### src/rtl/core/spimf_pkg.sv
// ----------------------------------------------------------------------------
// spimf_pkg
// Types and constants of the SPI master with transmit and receive FIFOs.
// ----------------------------------------------------------------------------
package spimf_pkg;

	localparam int unsigned DEF_FIFO_DEPTH   = 128;
	localparam int unsigned DEF_SELECT_COUNT = 4;

	localparam int unsigned DATA_W  = 32;
	localparam int unsigned SEL_W   = 4;
	localparam int unsigned CTRL_W  = 15;
	localparam int unsigned MASK_W  = 7;
	localparam int unsigned BYTE_W  = 8;

	typedef enum logic [1:0] {
		MODE_WRITE = 2'd0,
		MODE_READ  = 2'd1,
		MODE_TICK  = 2'd2,
		MODE_NOP   = 2'd3
	} mode_t;

	localparam logic [3:0] REG_CTRL   = 4'd0;
	localparam logic [3:0] REG_STATUS = 4'd1;
	localparam logic [3:0] REG_IER    = 4'd2;
	localparam logic [3:0] REG_IDR    = 4'd3;
	localparam logic [3:0] REG_IMR    = 4'd4;
	localparam logic [3:0] REG_ENABLE = 4'd5;
	localparam logic [3:0] REG_TXD    = 4'd7;
	localparam logic [3:0] REG_RXD    = 4'd8;

	// Control register fields.
	localparam int unsigned CTRL_CPOL = 1;
	localparam int unsigned CTRL_CPHA = 2;
	localparam int unsigned CTRL_DIV  = 3;
	localparam int unsigned CTRL_SEL  = 10;

endpackage

### src/rtl/core/spimf_in_if.sv
// ----------------------------------------------------------------------------
// spimf_in_if
// Request channel: one register access or reference clock tick per request.
// ----------------------------------------------------------------------------
interface spimf_in_if;
	logic        valid;
	logic        ready;
	logic [1:0]  mode;
	logic [3:0]  reg_index;
	logic [31:0] write_data;
	logic        miso;

	modport source (output valid, mode, reg_index, write_data, miso, input ready);
	modport sink (input valid, mode, reg_index, write_data, miso, output ready);
endinterface

### src/rtl/core/spimf_out_if.sv
// ----------------------------------------------------------------------------
// spimf_out_if
// Result channel: read data and line levels after each request.
// ----------------------------------------------------------------------------
interface spimf_out_if;
	logic        valid;
	logic        ready;
	logic [31:0] read_data;
	logic        sclk;
	logic        mosi;
	logic [3:0]  select_lines;
	logic        irq;

	modport source (output valid, read_data, sclk, mosi, select_lines, irq, input ready);
	modport sink (input valid, read_data, sclk, mosi, select_lines, irq, output ready);
endinterface

### src/rtl/core/spimf_ram.sv
// ----------------------------------------------------------------------------
// spimf_ram
// Generic single write port, single read port RAM with registered read.
// ----------------------------------------------------------------------------
module spimf_ram #(
	parameter int unsigned WIDTH = 8,
	parameter int unsigned DEPTH = 128
) (
	input  logic                     clk,
	input  logic                     we,
	input  logic [$clog2(DEPTH)-1:0] waddr,
	input  logic [WIDTH-1:0]         wdata,
	input  logic                     re,
	input  logic [$clog2(DEPTH)-1:0] raddr,
	output logic [WIDTH-1:0]         rdata
);
	logic [WIDTH-1:0] mem_q [DEPTH];

	always_ff @(posedge clk) begin
		if (we) begin
			mem_q[waddr] <= wdata;
		end
		if (re) begin
			rdata <= mem_q[raddr];
		end
	end
endmodule

### src/rtl/core/spi_master_with_fifos_core.sv
// ----------------------------------------------------------------------------
// spi_master_with_fifos_core
// SPI master with byte FIFOs for transmit and receive behind word registers.
// ----------------------------------------------------------------------------
// Each request is a register write, a register read or one reference clock
// tick. A request is taken every cycle while results are accepted. Its result
// is presented from the result register after passing the request register:
// the FIFO memory read is issued together with the load of the request
// register, and the work is done between that register and the result
// register. While a result waits, one more request is taken into the request
// register, and then the input stalls until the waiting result is accepted.
module spi_master_with_fifos_core
	import spimf_pkg::*;
#(
	parameter int unsigned FIFO_DEPTH   = DEF_FIFO_DEPTH,
	parameter int unsigned SELECT_COUNT = DEF_SELECT_COUNT
) (
	input  logic      clk,
	input  logic      arst_n,
	spimf_in_if.sink  in_ch,
	spimf_out_if.source out_ch
);
	localparam int unsigned PW = $clog2(FIFO_DEPTH);
	localparam int unsigned LW = $clog2(FIFO_DEPTH + 1);
	localparam logic [PW-1:0] LAST = PW'(FIFO_DEPTH - 1);
	localparam logic [LW-1:0] FULL = LW'(FIFO_DEPTH);

	// Control state.
	logic [CTRL_W-1:0] ctrl_q, ctrl_d;
	logic              ovf_q, ovf_d;
	logic [MASK_W-1:0] mask_q, mask_d;
	logic              en_q, en_d;
	logic [PW-1:0]     tx_rp_q, tx_rp_d, tx_wp_q, tx_wp_d;
	logic [PW-1:0]     rx_rp_q, rx_rp_d, rx_wp_q, rx_wp_d;
	logic [LW-1:0]     tx_lvl_q, tx_lvl_d, rx_lvl_q, rx_lvl_d;
	logic [BYTE_W-1:0] tx_sr_q, tx_sr_d, rx_sr_q, rx_sr_d;
	logic [3:0]        bcnt_q, bcnt_d;
	logic [7:0]        tdiv_q, tdiv_d;
	logic              act_q, act_d;

	// Request stage.
	logic              valid_s1;
	logic [1:0]        mode_s1;
	logic [3:0]        idx_s1;
	logic [DATA_W-1:0] wd_s1;
	logic              miso_s1;
	logic              txbyp_v_s1, rxbyp_v_s1;
	logic [BYTE_W-1:0] txbyp_s1, rxbyp_s1;

	// Result stage.
	logic              valid_s2;
	logic [DATA_W-1:0] rd_s2;
	logic              sclk_s2, mosi_s2, irq_s2;
	logic [SEL_W-1:0]  sel_s2;

	logic accept, advance, commit;
	logic              tx_we, rx_we;
	logic [PW-1:0]     tx_raddr, rx_raddr;
	logic [BYTE_W-1:0] tx_rdata, rx_rdata, tx_byte, rx_byte, rx_wdata;
	logic [DATA_W-1:0] rd_d;
	logic              sclk_d, mosi_d, irq_d;
	logic [SEL_W-1:0]  sel_d;
	logic [MASK_W-1:0] stat_d;
	logic [8:0]        half;
	logic [7:0]        tdiv_inc;
	logic              cpha;

	assign advance     = !valid_s2 || out_ch.ready;
	assign commit      = valid_s1 && advance;
	assign in_ch.ready = !valid_s1 || advance;
	assign accept      = in_ch.valid && in_ch.ready;

	// The memory read for a request is issued as it is taken, at the pointer
	// that the request ahead of it leaves behind.
	assign tx_raddr = commit ? tx_rp_d : tx_rp_q;
	assign rx_raddr = commit ? rx_rp_d : rx_rp_q;
	assign tx_byte  = txbyp_v_s1 ? txbyp_s1 : tx_rdata;
	assign rx_byte  = rxbyp_v_s1 ? rxbyp_s1 : rx_rdata;
	assign cpha     = ctrl_q[CTRL_CPHA];
	assign half     = 9'd1 << ctrl_q[CTRL_DIV +: 3];
	assign tdiv_inc = tdiv_q + 8'd1;

	spimf_ram #(.WIDTH(BYTE_W), .DEPTH(FIFO_DEPTH)) u_tx_ram (
		.clk   (clk),
		.we    (tx_we),
		.waddr (tx_wp_q),
		.wdata (wd_s1[BYTE_W-1:0]),
		.re    (accept),
		.raddr (tx_raddr),
		.rdata (tx_rdata)
	);

	spimf_ram #(.WIDTH(BYTE_W), .DEPTH(FIFO_DEPTH)) u_rx_ram (
		.clk   (clk),
		.we    (rx_we),
		.waddr (rx_wp_q),
		.wdata (rx_wdata),
		.re    (accept),
		.raddr (rx_raddr),
		.rdata (rx_rdata)
	);

	always_comb begin
		ctrl_d   = ctrl_q;
		ovf_d    = ovf_q;
		mask_d   = mask_q;
		en_d     = en_q;
		tx_rp_d  = tx_rp_q;
		tx_wp_d  = tx_wp_q;
		rx_rp_d  = rx_rp_q;
		rx_wp_d  = rx_wp_q;
		tx_lvl_d = tx_lvl_q;
		rx_lvl_d = rx_lvl_q;
		tx_sr_d  = tx_sr_q;
		rx_sr_d  = rx_sr_q;
		bcnt_d   = bcnt_q;
		tdiv_d   = tdiv_q;
		act_d    = act_q;
		tx_we    = 1'b0;
		rx_we    = 1'b0;
		rx_wdata = rx_sr_q;
		rd_d     = '0;
		if (commit) begin
			unique case (mode_s1)
				MODE_WRITE: begin
					unique case (idx_s1)
						REG_CTRL: ctrl_d = wd_s1[CTRL_W-1:0];
						REG_STATUS: if (wd_s1[0]) ovf_d = 1'b0;
						REG_IER: mask_d = mask_q | wd_s1[MASK_W-1:0];
						REG_IDR: mask_d = mask_q & ~wd_s1[MASK_W-1:0];
						REG_ENABLE: begin
							en_d = wd_s1[0];
							if (!wd_s1[0]) begin
								act_d   = 1'b0;
								bcnt_d  = '0;
								tdiv_d  = '0;
								tx_sr_d = '0;
								rx_sr_d = '0;
							end
						end
						REG_TXD: begin
							if (tx_lvl_q != FULL) begin
								tx_we    = 1'b1;
								tx_wp_d  = (tx_wp_q == LAST) ? '0 : tx_wp_q + 1'b1;
								tx_lvl_d = tx_lvl_q + 1'b1;
							end
						end
						default: ;
					endcase
				end
				MODE_READ: begin
					unique case (idx_s1)
						REG_CTRL: rd_d = DATA_W'(ctrl_q);
						REG_STATUS: rd_d = {26'd0, rx_lvl_q == FULL, rx_lvl_q != '0,
							tx_lvl_q == FULL, tx_lvl_q == '0, 1'b0, ovf_q};
						REG_IMR: rd_d = DATA_W'(mask_q);
						REG_ENABLE: rd_d = DATA_W'(en_q);
						REG_RXD: begin
							if (rx_lvl_q != '0) begin
								rd_d     = DATA_W'(rx_byte);
								rx_rp_d  = (rx_rp_q == LAST) ? '0 : rx_rp_q + 1'b1;
								rx_lvl_d = rx_lvl_q - 1'b1;
							end
						end
						default: ;
					endcase
				end
				MODE_TICK: begin
					if (en_q) begin
						if (!act_q) begin
							if (tx_lvl_q != '0) begin
								tx_sr_d  = tx_byte;
								rx_sr_d  = '0;
								tx_rp_d  = (tx_rp_q == LAST) ? '0 : tx_rp_q + 1'b1;
								tx_lvl_d = tx_lvl_q - 1'b1;
								act_d    = 1'b1;
								bcnt_d   = '0;
								tdiv_d   = '0;
							end
						end else if ({1'b0, tdiv_inc} < half) begin
							tdiv_d = tdiv_inc;
						end else begin
							tdiv_d = '0;
							// Even edges lead; CPHA moves sampling to the trailing edge.
							if (!bcnt_q[0] ^ cpha) begin
								rx_sr_d = {rx_sr_q[BYTE_W-2:0], miso_s1};
							end else if (!(cpha && bcnt_q == '0)) begin
								tx_sr_d = {tx_sr_q[BYTE_W-2:0], 1'b0};
							end
							if (bcnt_q == 4'd15) begin
								rx_wdata = rx_sr_d;
								if (rx_lvl_q == FULL) begin
									ovf_d = 1'b1;
								end else begin
									rx_we    = 1'b1;
									rx_wp_d  = (rx_wp_q == LAST) ? '0 : rx_wp_q + 1'b1;
									rx_lvl_d = rx_lvl_q + 1'b1;
								end
								act_d   = 1'b0;
								bcnt_d  = '0;
								tx_sr_d = '0;
								rx_sr_d = '0;
							end else begin
								bcnt_d = bcnt_q + 4'd1;
							end
						end
					end
				end
				MODE_NOP: ;
				default: ;
			endcase
		end
	end

	always_comb begin
		sclk_d = ctrl_d[CTRL_CPOL] ^ (act_d & bcnt_d[0]);
		mosi_d = act_d & tx_sr_d[BYTE_W-1];
		for (int i = 0; i < SEL_W; i++) begin
			sel_d[i] = (i < SELECT_COUNT) ? ctrl_d[CTRL_SEL + i] : 1'b1;
		end
		stat_d = {1'b0, rx_lvl_d == FULL, rx_lvl_d != '0, tx_lvl_d == FULL,
			tx_lvl_d == '0, 1'b0, ovf_d};
		irq_d  = |(stat_d & mask_d);
	end

	always_ff @(posedge clk or negedge arst_n) begin
		if (!arst_n) begin
			ctrl_q   <= '0;
			ovf_q    <= 1'b0;
			mask_q   <= '0;
			en_q     <= 1'b0;
			tx_rp_q  <= '0;
			tx_wp_q  <= '0;
			rx_rp_q  <= '0;
			rx_wp_q  <= '0;
			tx_lvl_q <= '0;
			rx_lvl_q <= '0;
			tx_sr_q  <= '0;
			rx_sr_q  <= '0;
			bcnt_q   <= '0;
			tdiv_q   <= '0;
			act_q    <= 1'b0;
			valid_s1 <= 1'b0;
			valid_s2 <= 1'b0;
		end else begin
			ctrl_q   <= ctrl_d;
			ovf_q    <= ovf_d;
			mask_q   <= mask_d;
			en_q     <= en_d;
			tx_rp_q  <= tx_rp_d;
			tx_wp_q  <= tx_wp_d;
			rx_rp_q  <= rx_rp_d;
			rx_wp_q  <= rx_wp_d;
			tx_lvl_q <= tx_lvl_d;
			rx_lvl_q <= rx_lvl_d;
			tx_sr_q  <= tx_sr_d;
			rx_sr_q  <= rx_sr_d;
			bcnt_q   <= bcnt_d;
			tdiv_q   <= tdiv_d;
			act_q    <= act_d;
			if (accept) begin
				valid_s1 <= 1'b1;
			end else if (commit) begin
				valid_s1 <= 1'b0;
			end
			if (commit) begin
				valid_s2 <= 1'b1;
			end else if (out_ch.ready) begin
				valid_s2 <= 1'b0;
			end
		end
	end

	// A write landing on the address being read returns the old word, so the
	// new byte is forwarded alongside the request.
	always_ff @(posedge clk) begin
		if (accept) begin
			mode_s1    <= in_ch.mode;
			idx_s1     <= in_ch.reg_index;
			wd_s1      <= in_ch.write_data;
			miso_s1    <= in_ch.miso;
			txbyp_v_s1 <= tx_we && (tx_wp_q == tx_raddr);
			txbyp_s1   <= wd_s1[BYTE_W-1:0];
			rxbyp_v_s1 <= rx_we && (rx_wp_q == rx_raddr);
			rxbyp_s1   <= rx_wdata;
		end
		if (commit) begin
			rd_s2   <= rd_d;
			sclk_s2 <= sclk_d;
			mosi_s2 <= mosi_d;
			sel_s2  <= sel_d;
			irq_s2  <= irq_d;
		end
	end

	assign out_ch.valid        = valid_s2;
	assign out_ch.read_data    = rd_s2;
	assign out_ch.sclk         = sclk_s2;
	assign out_ch.mosi         = mosi_s2;
	assign out_ch.select_lines = sel_s2;
	assign out_ch.irq          = irq_s2;
endmodule

### src/flat_wrapper.sv
// flat-port wrapper written by rule: the top's interface ports become plain ports
module spi_master_with_fifos_core_flat import spimf_pkg::*;
#(
	parameter int unsigned FIFO_DEPTH   = DEF_FIFO_DEPTH,
	parameter int unsigned SELECT_COUNT = DEF_SELECT_COUNT
)
  (clk, arst_n, in_ch_valid, in_ch_mode, in_ch_reg_index, in_ch_write_data, in_ch_miso, in_ch_ready, out_ch_valid, out_ch_read_data, out_ch_sclk, out_ch_mosi, out_ch_select_lines, out_ch_irq, out_ch_ready);
  spimf_in_if in_ch_i ();
  spimf_out_if out_ch_i ();
  input  logic clk;
  input  logic arst_n;
  input wire logic [$bits(in_ch_i.valid)-1:0] in_ch_valid;
  input wire logic [$bits(in_ch_i.mode)-1:0] in_ch_mode;
  input wire logic [$bits(in_ch_i.reg_index)-1:0] in_ch_reg_index;
  input wire logic [$bits(in_ch_i.write_data)-1:0] in_ch_write_data;
  input wire logic [$bits(in_ch_i.miso)-1:0] in_ch_miso;
  output wire logic [$bits(in_ch_i.ready)-1:0] in_ch_ready;
  output wire logic [$bits(out_ch_i.valid)-1:0] out_ch_valid;
  output wire logic [$bits(out_ch_i.read_data)-1:0] out_ch_read_data;
  output wire logic [$bits(out_ch_i.sclk)-1:0] out_ch_sclk;
  output wire logic [$bits(out_ch_i.mosi)-1:0] out_ch_mosi;
  output wire logic [$bits(out_ch_i.select_lines)-1:0] out_ch_select_lines;
  output wire logic [$bits(out_ch_i.irq)-1:0] out_ch_irq;
  input wire logic [$bits(out_ch_i.ready)-1:0] out_ch_ready;
  assign in_ch_i.valid = in_ch_valid;
  assign in_ch_i.mode = in_ch_mode;
  assign in_ch_i.reg_index = in_ch_reg_index;
  assign in_ch_i.write_data = in_ch_write_data;
  assign in_ch_i.miso = in_ch_miso;
  assign in_ch_ready = in_ch_i.ready;
  assign out_ch_valid = out_ch_i.valid;
  assign out_ch_read_data = out_ch_i.read_data;
  assign out_ch_sclk = out_ch_i.sclk;
  assign out_ch_mosi = out_ch_i.mosi;
  assign out_ch_select_lines = out_ch_i.select_lines;
  assign out_ch_irq = out_ch_i.irq;
  assign out_ch_i.ready = out_ch_ready;
  spi_master_with_fifos_core #(.FIFO_DEPTH(FIFO_DEPTH), .SELECT_COUNT(SELECT_COUNT)) u_core (.clk(clk), .arst_n(arst_n), .in_ch(in_ch_i), .out_ch(out_ch_i));
endmodule
### config.mk
export PLATFORM = sky130hd
export DESIGN_NAME = spi_master_with_fifos_core_flat
export DESIGN_NICKNAME = d
export VERILOG_FILES = /design/src/rtl/core/spimf_pkg.sv /design/src/rtl/core/spimf_in_if.sv /design/src/rtl/core/spimf_out_if.sv /design/src/rtl/core/spimf_ram.sv /design/src/rtl/core/spi_master_with_fifos_core.sv /design/src/flat_wrapper.sv
export SDC_FILE = /design/constraint.sdc
export NUM_CORES = 2
export LEC_CHECK = 0
export BUFFER_PORTS_ARGS = -buffer_cell sky130_fd_sc_hd__clkbuf_2
export CAP_MARGIN = 20
export CORE_ASPECT_RATIO = 1.2
export CORE_MARGIN = 2
export CORE_UTILIZATION = 50
export DETAILED_ROUTE_END_ITERATION = 12
export HOLD_SLACK_MARGIN = 0.08
export PLACE_DENSITY = 0.65
export SYNTH_ARGS = -nofsm -noshare
export SYNTH_HDL_FRONTEND = slang
export SYNTH_SLANG_ARGS = --single-unit
### constraint.sdc
create_clock -name clk -period 5.6 [get_ports clk]
set_clock_uncertainty 0.1 [all_clocks]
set_input_delay 0.28 -clock clk [delete_from_list [all_inputs] [get_ports clk]]
set_output_delay 0.28 -clock clk [all_outputs]
set_load 0.1 [all_outputs]
==> reports/summary.log <==
qor: placement.placed_cell_area 93300 um2
qor: clock_network.number_of_h_tree_branching_levels 4
qor: clock_network.ctsResizeCount 0
qor: placement.half_perimeter_wire_length_of_the_detailed_placement_result 147 mm
qor: drt.route.detailed.drc 0
qor: pwr.netSwitchingFraction 25.2%
qor: setup_path.cpMaxStageDelayCell o21ai_4
qor: setup_path.critPathLaunchType register
qor: floorplan.placement_rows 170
qor: drt.viasPerCell 6.18
qor: setup_path.setup.worst_path.end_class register
qor: setup_path.worstPathMaxFanout 62
qor: final_layout.mostFrequentLayoutCells edfxtp_1 (2126), nand2_1 (1113), nor2_1 (361)
qor: clock_network.cts-root-buf clkbuf_16
qor: pwr.seqPwrFrac 50.0%
qor: pwr.p_int 27.5 mW
qor: yosys.yosys_warnings 0
qor: timing.rsz0062_at_grt no
qor: hold_path.hold-path-cell-count 2
qor: drt.avgRoutedWirePerCell 26.8 um
qor: clock_network.insertion_delay 0.87 ns
qor: drt.total_length_of_routed_wires 242 mm
qor: yosys.synth_seq_area_share 73.7%
qor: global_route.grt_pass1_vias 54.5k
qor: timing.max_clock_freq 191 MHz
qor: yosys.syn_avg_cell_area 14.1 um2
qor: setup_path.critical_path_cell_count 15
qor: floorplan.initial_cell_density_of_the_core 50.3%
qor: yosys.synth_ff_type edfxtp_1
qor: status.outcome completed
qor: job.max-cap-violations 0
qor: pwr.p_sw 9.27 mW
qor: timing.post-route-period-util 93.5%
qor: pwr.report.power.total 36.8 mW
qor: yosys.synth-seq-cells 2225
qor: timing.timing.slew.headroom 26.7%
qor: clock_network.numClockSinks 2225
qor: floorplan.floorplan.die.width 391 um
qor: floorplan.floorplan.die_area 183000 um2
qor: hold_path.hp-class in2reg
qor: yosys.synth.lib_cells_used.distinct 92
qor: final_layout.areaGrowthSynthToFinish 11.9%
qor: global_route.global_route.usage.total 26.2%
qor: timing.report.final.slew_viol_count 0
qor: setup_path.timing.setup.critical_path_class reg2reg
qor: pwr.clkPwrFrac 38.7%
qor: placement.placed_cells 8599
qor: final_layout.layoutNonFillerInstCount 9038
qor: final_layout.finish.instance_area 101000 um2
qor: timing.fin_ws 0.363 ns
qor: yosys.async_flop_share 4.45%
qor: final_layout.leading_cell_type_in_the_layout_fill_and_taps_excluded edfxtp_1
qor: timing.timing.final.hold_violations 0
qor: yosys.synth_cells 6381
qor: timing.final_period_minus_worst_setup_slack 5.24 ns
qor: clock_network.clkTransAtPathRegs 0.06 ns
qor: floorplan.floorplan.io_pins 84
qor: final_layout.layout.nets 6514
qor: placement.last_weighted_congestion_value_of_the_routability_driven_placer 0.923
qor: floorplan.standard_cell_core_area 179000 um2
qor: drt.vias 55.9k
qor: setup_path.worstPathArrival 5.72 ns
qor: pwr.static-leakage-power 34.3 nW
qor: setup_path.worstRegToRegCells 15
qor: timing.timing.final.setup_violations 0
qor: yosys.synth_edf_count 2126
qor: yosys.syn_area 89900 um2
qor: final_layout.fraction_of_final_layout_cells_sized_beyond_drive_strength_1 9.81%
qor: drt.drtAntennaViolNets 0
qor: timing.worst-slew-pin-transition 1.10 ns
qor: setup_path.critPathMaxStageDelay 0.62 ns
qor: global_route.grt-ovfl-total 0
qor: setup_path.cp_num_buf_inv 4
qor: pwr.combPwrFrac 11.3%
qor: setup_path.cp_data_required_time 6.08 ns
qor: drt.initial_drc_count 5972
qor: global_route.grt_first_pass_wirelength 357 mm
qor: pwr.irDropWorstVdd 0.274 mV
qor: placement.io_buffer_count 49
qor: global_route.maximum_number_of_pins_on_one_net_before_global_route_repair 135
qor: timing.setup-tns-final 0 ns
qor: clock_network.clock_tree_from_tritoncts yes
qor: floorplan.die_height 469 um
qor: clock_network.tritoncts.num_buffers 210
qor: clock_network.clock_path_buffers 3
qor: placement.dp_slack 0.485 ns
qor: setup_path.cell_chain_critical_path inv_1 > ha_1 > nand2b_1 > o31ai_4 > o21ai_4 > and2_4 > inv_8 > buf_4 > a211oi_1 > a31oi_1 > o21ai_0 > o21ai_0 > a2111oi_0 > buf_4 > nand2_1
qor: drt.drt_pass1_iterations 8
qor: setup_path.path_delay_family compound AO/OA/AOI/OAI gates
qor: pwr.powerDensity 366 nW/um2
qor: global_route.initial_antenna_violation_count 2
==> logic make-up (layout without fill, tap and decap cells) <==
family / after synthesis / count (layout) / share of synthesized area (%)
AOI/OAI and AO/OA: 1221 / 1221 / 9.48
xor gates and xnor gates: 35 / 35 / 0.358
adders and majority gates: 23 / 23 / 0.320
buffers and inverters: 467 / 697 / 2.37
DFF: 2225 / 2225 / 73.7
muxes: 278 / 278 / 3.38
other: 1 / 20 / 0.00417
and+or+nand+nor: 2131 / 2131 / 10.3
==> final cells by class <==
class	instances	area [um2]
antenna	3	7.51
clock buffer	249	5470
clock inverter	142	1430
fill	14100	78200
inverter	36	158
multi-input combinational	3705	21800
sequential	2225	66300
tap	2408	3010
timing repair buffer	270	2520
==> routing by layer <==
layer | wire length (um) | vias to the layer above | share of wire [%] | GRT usage [%]
met5 | 0 | - | 0 | 0
met4 | 11300 | 0 | 4.7 | 11.7
met3 | 19300 | 587 | 8.0 | 4.40
met2 | 120000 | 2717 | 49 | 43.9
met1 | 91800 | 27900 | 38 | 33.6
li1 | - | 24600 | - | -
==> worst reg2reg max path, stage by stage, from the launching register on <==
cell,delay [ns]
dfrtp_1,0.51
inv_1,0.14
ha_1,0.23
nand2b_1,0.28
o31ai_4,0.17
o21ai_4,0.62
and2_4,0.49
inv_8,0.25
buf_4,0.39
a211oi_1,0.35
a31oi_1,0.06
o21ai_0,0.37
o21ai_0,0.17
a2111oi_0,0.55
buf_4,0.23
nand2_1,0.06
==> what timing repair did <==
action / 4_1_cts / 5_1_grt
hold buffers: 45 / 0
buffers inserted: 0 / 0
endpoints found under the hold margin: 64 / 0
==> stage by stage <==
step | utilization [%] | hold WS (ns)
final | 56.3 | 0.231
after global routing | 56.3 | 0.197
after CTS | 56.3 | 0.162
after detailed placement | 52.2 | 0.240
after global placement | 52.2 | 0.229
after floorplan | - | -0.116
==> power groups by stage <==
stage	combinational [mW]	clock [mW]	sequential [mW]
global placement	4.05	0	18.7
detailed placement	4.10	0	18.7
floorplan	2.64	0	18.8
finish	4.16	14.2	18.4
CTS	4.14	14.4	18.4
global route	4.45	15.0	18.4
==> state kept, by name (all words and copies together) (netlist names), 7 cells and up, named ones only <==
register,flops
u_core.ctrl_q,15
u_core.mask_q,7
u_core.out_ch.read_data,15
u_core.rx_lvl_q,8
u_core.rx_sr_q,8
u_core.rx_wp_q,7
u_core.rxbyp_s1,8
u_core.tdiv_q,8
u_core.tx_lvl_q,8
u_core.tx_sr_q,8
u_core.tx_wp_q,7
u_core.txbyp_s1,8
u_core.u_rx_ram.mem_q,1024
u_core.u_rx_ram.rdata,8
u_core.u_tx_ram.mem_q,1024
u_core.u_tx_ram.rdata,8
u_core.wd_s1,15
==> path summary, 6_finish.rpt <==
check / from / endpoint / slack (ns)
setup / recovery: u_core.rx_lvl_q[0] / u_core.u_rx_ram.rdata[1] / 0.36
hold / removal: in_ch_reg_index[1] / u_core.idx_s1[1] / 0.23
setup reg to reg: u_core.rx_lvl_q[0] / u_core.u_rx_ram.rdata[1] / 0.36
hold reg to reg: u_core.tx_sr_q[4] / u_core.tx_sr_q[4] / 0.38
max in group asynchronous: arst_n / asynchronous set/reset pin / 4.10
min in group asynchronous: arst_n / u_core.ctrl_q[11] / 0.47
==> synth_stat cells, drive strengths merged (22+ instances only) <==
library cell / n / share of area, %
ha: 23 / 0.32
a211oi: 142 / 1.2
o211ai: 61 / 0.51
and3: 163 / 1.1
nand3: 331 / 1.9
nor2: 366 / 1.5
inv: 33 / 0.14
o221ai: 56 / 0.55
a311oi: 36 / 0.35
xnor2: 29 / 0.29
a31oi: 177 / 1.2
a21oi: 158 / 0.88
edfxtp: 2126 / 71
clkbuf: 210 / 0.88
a32o: 22 / 0.24
o21ai: 197 / 1.1
a22oi: 31 / 0.26
nand2: 1113 / 4.6
a221oi: 30 / 0.29
mux2i: 233 / 2.6
o22ai: 86 / 0.61
nor3: 26 / 0.14
nand4: 23 / 0.16
dfrtp: 99 / 2.8
a32oi: 58 / 0.56
buf: 221 / 1.3
mux2: 27 / 0.34
(Power assumes the default switching activity.)
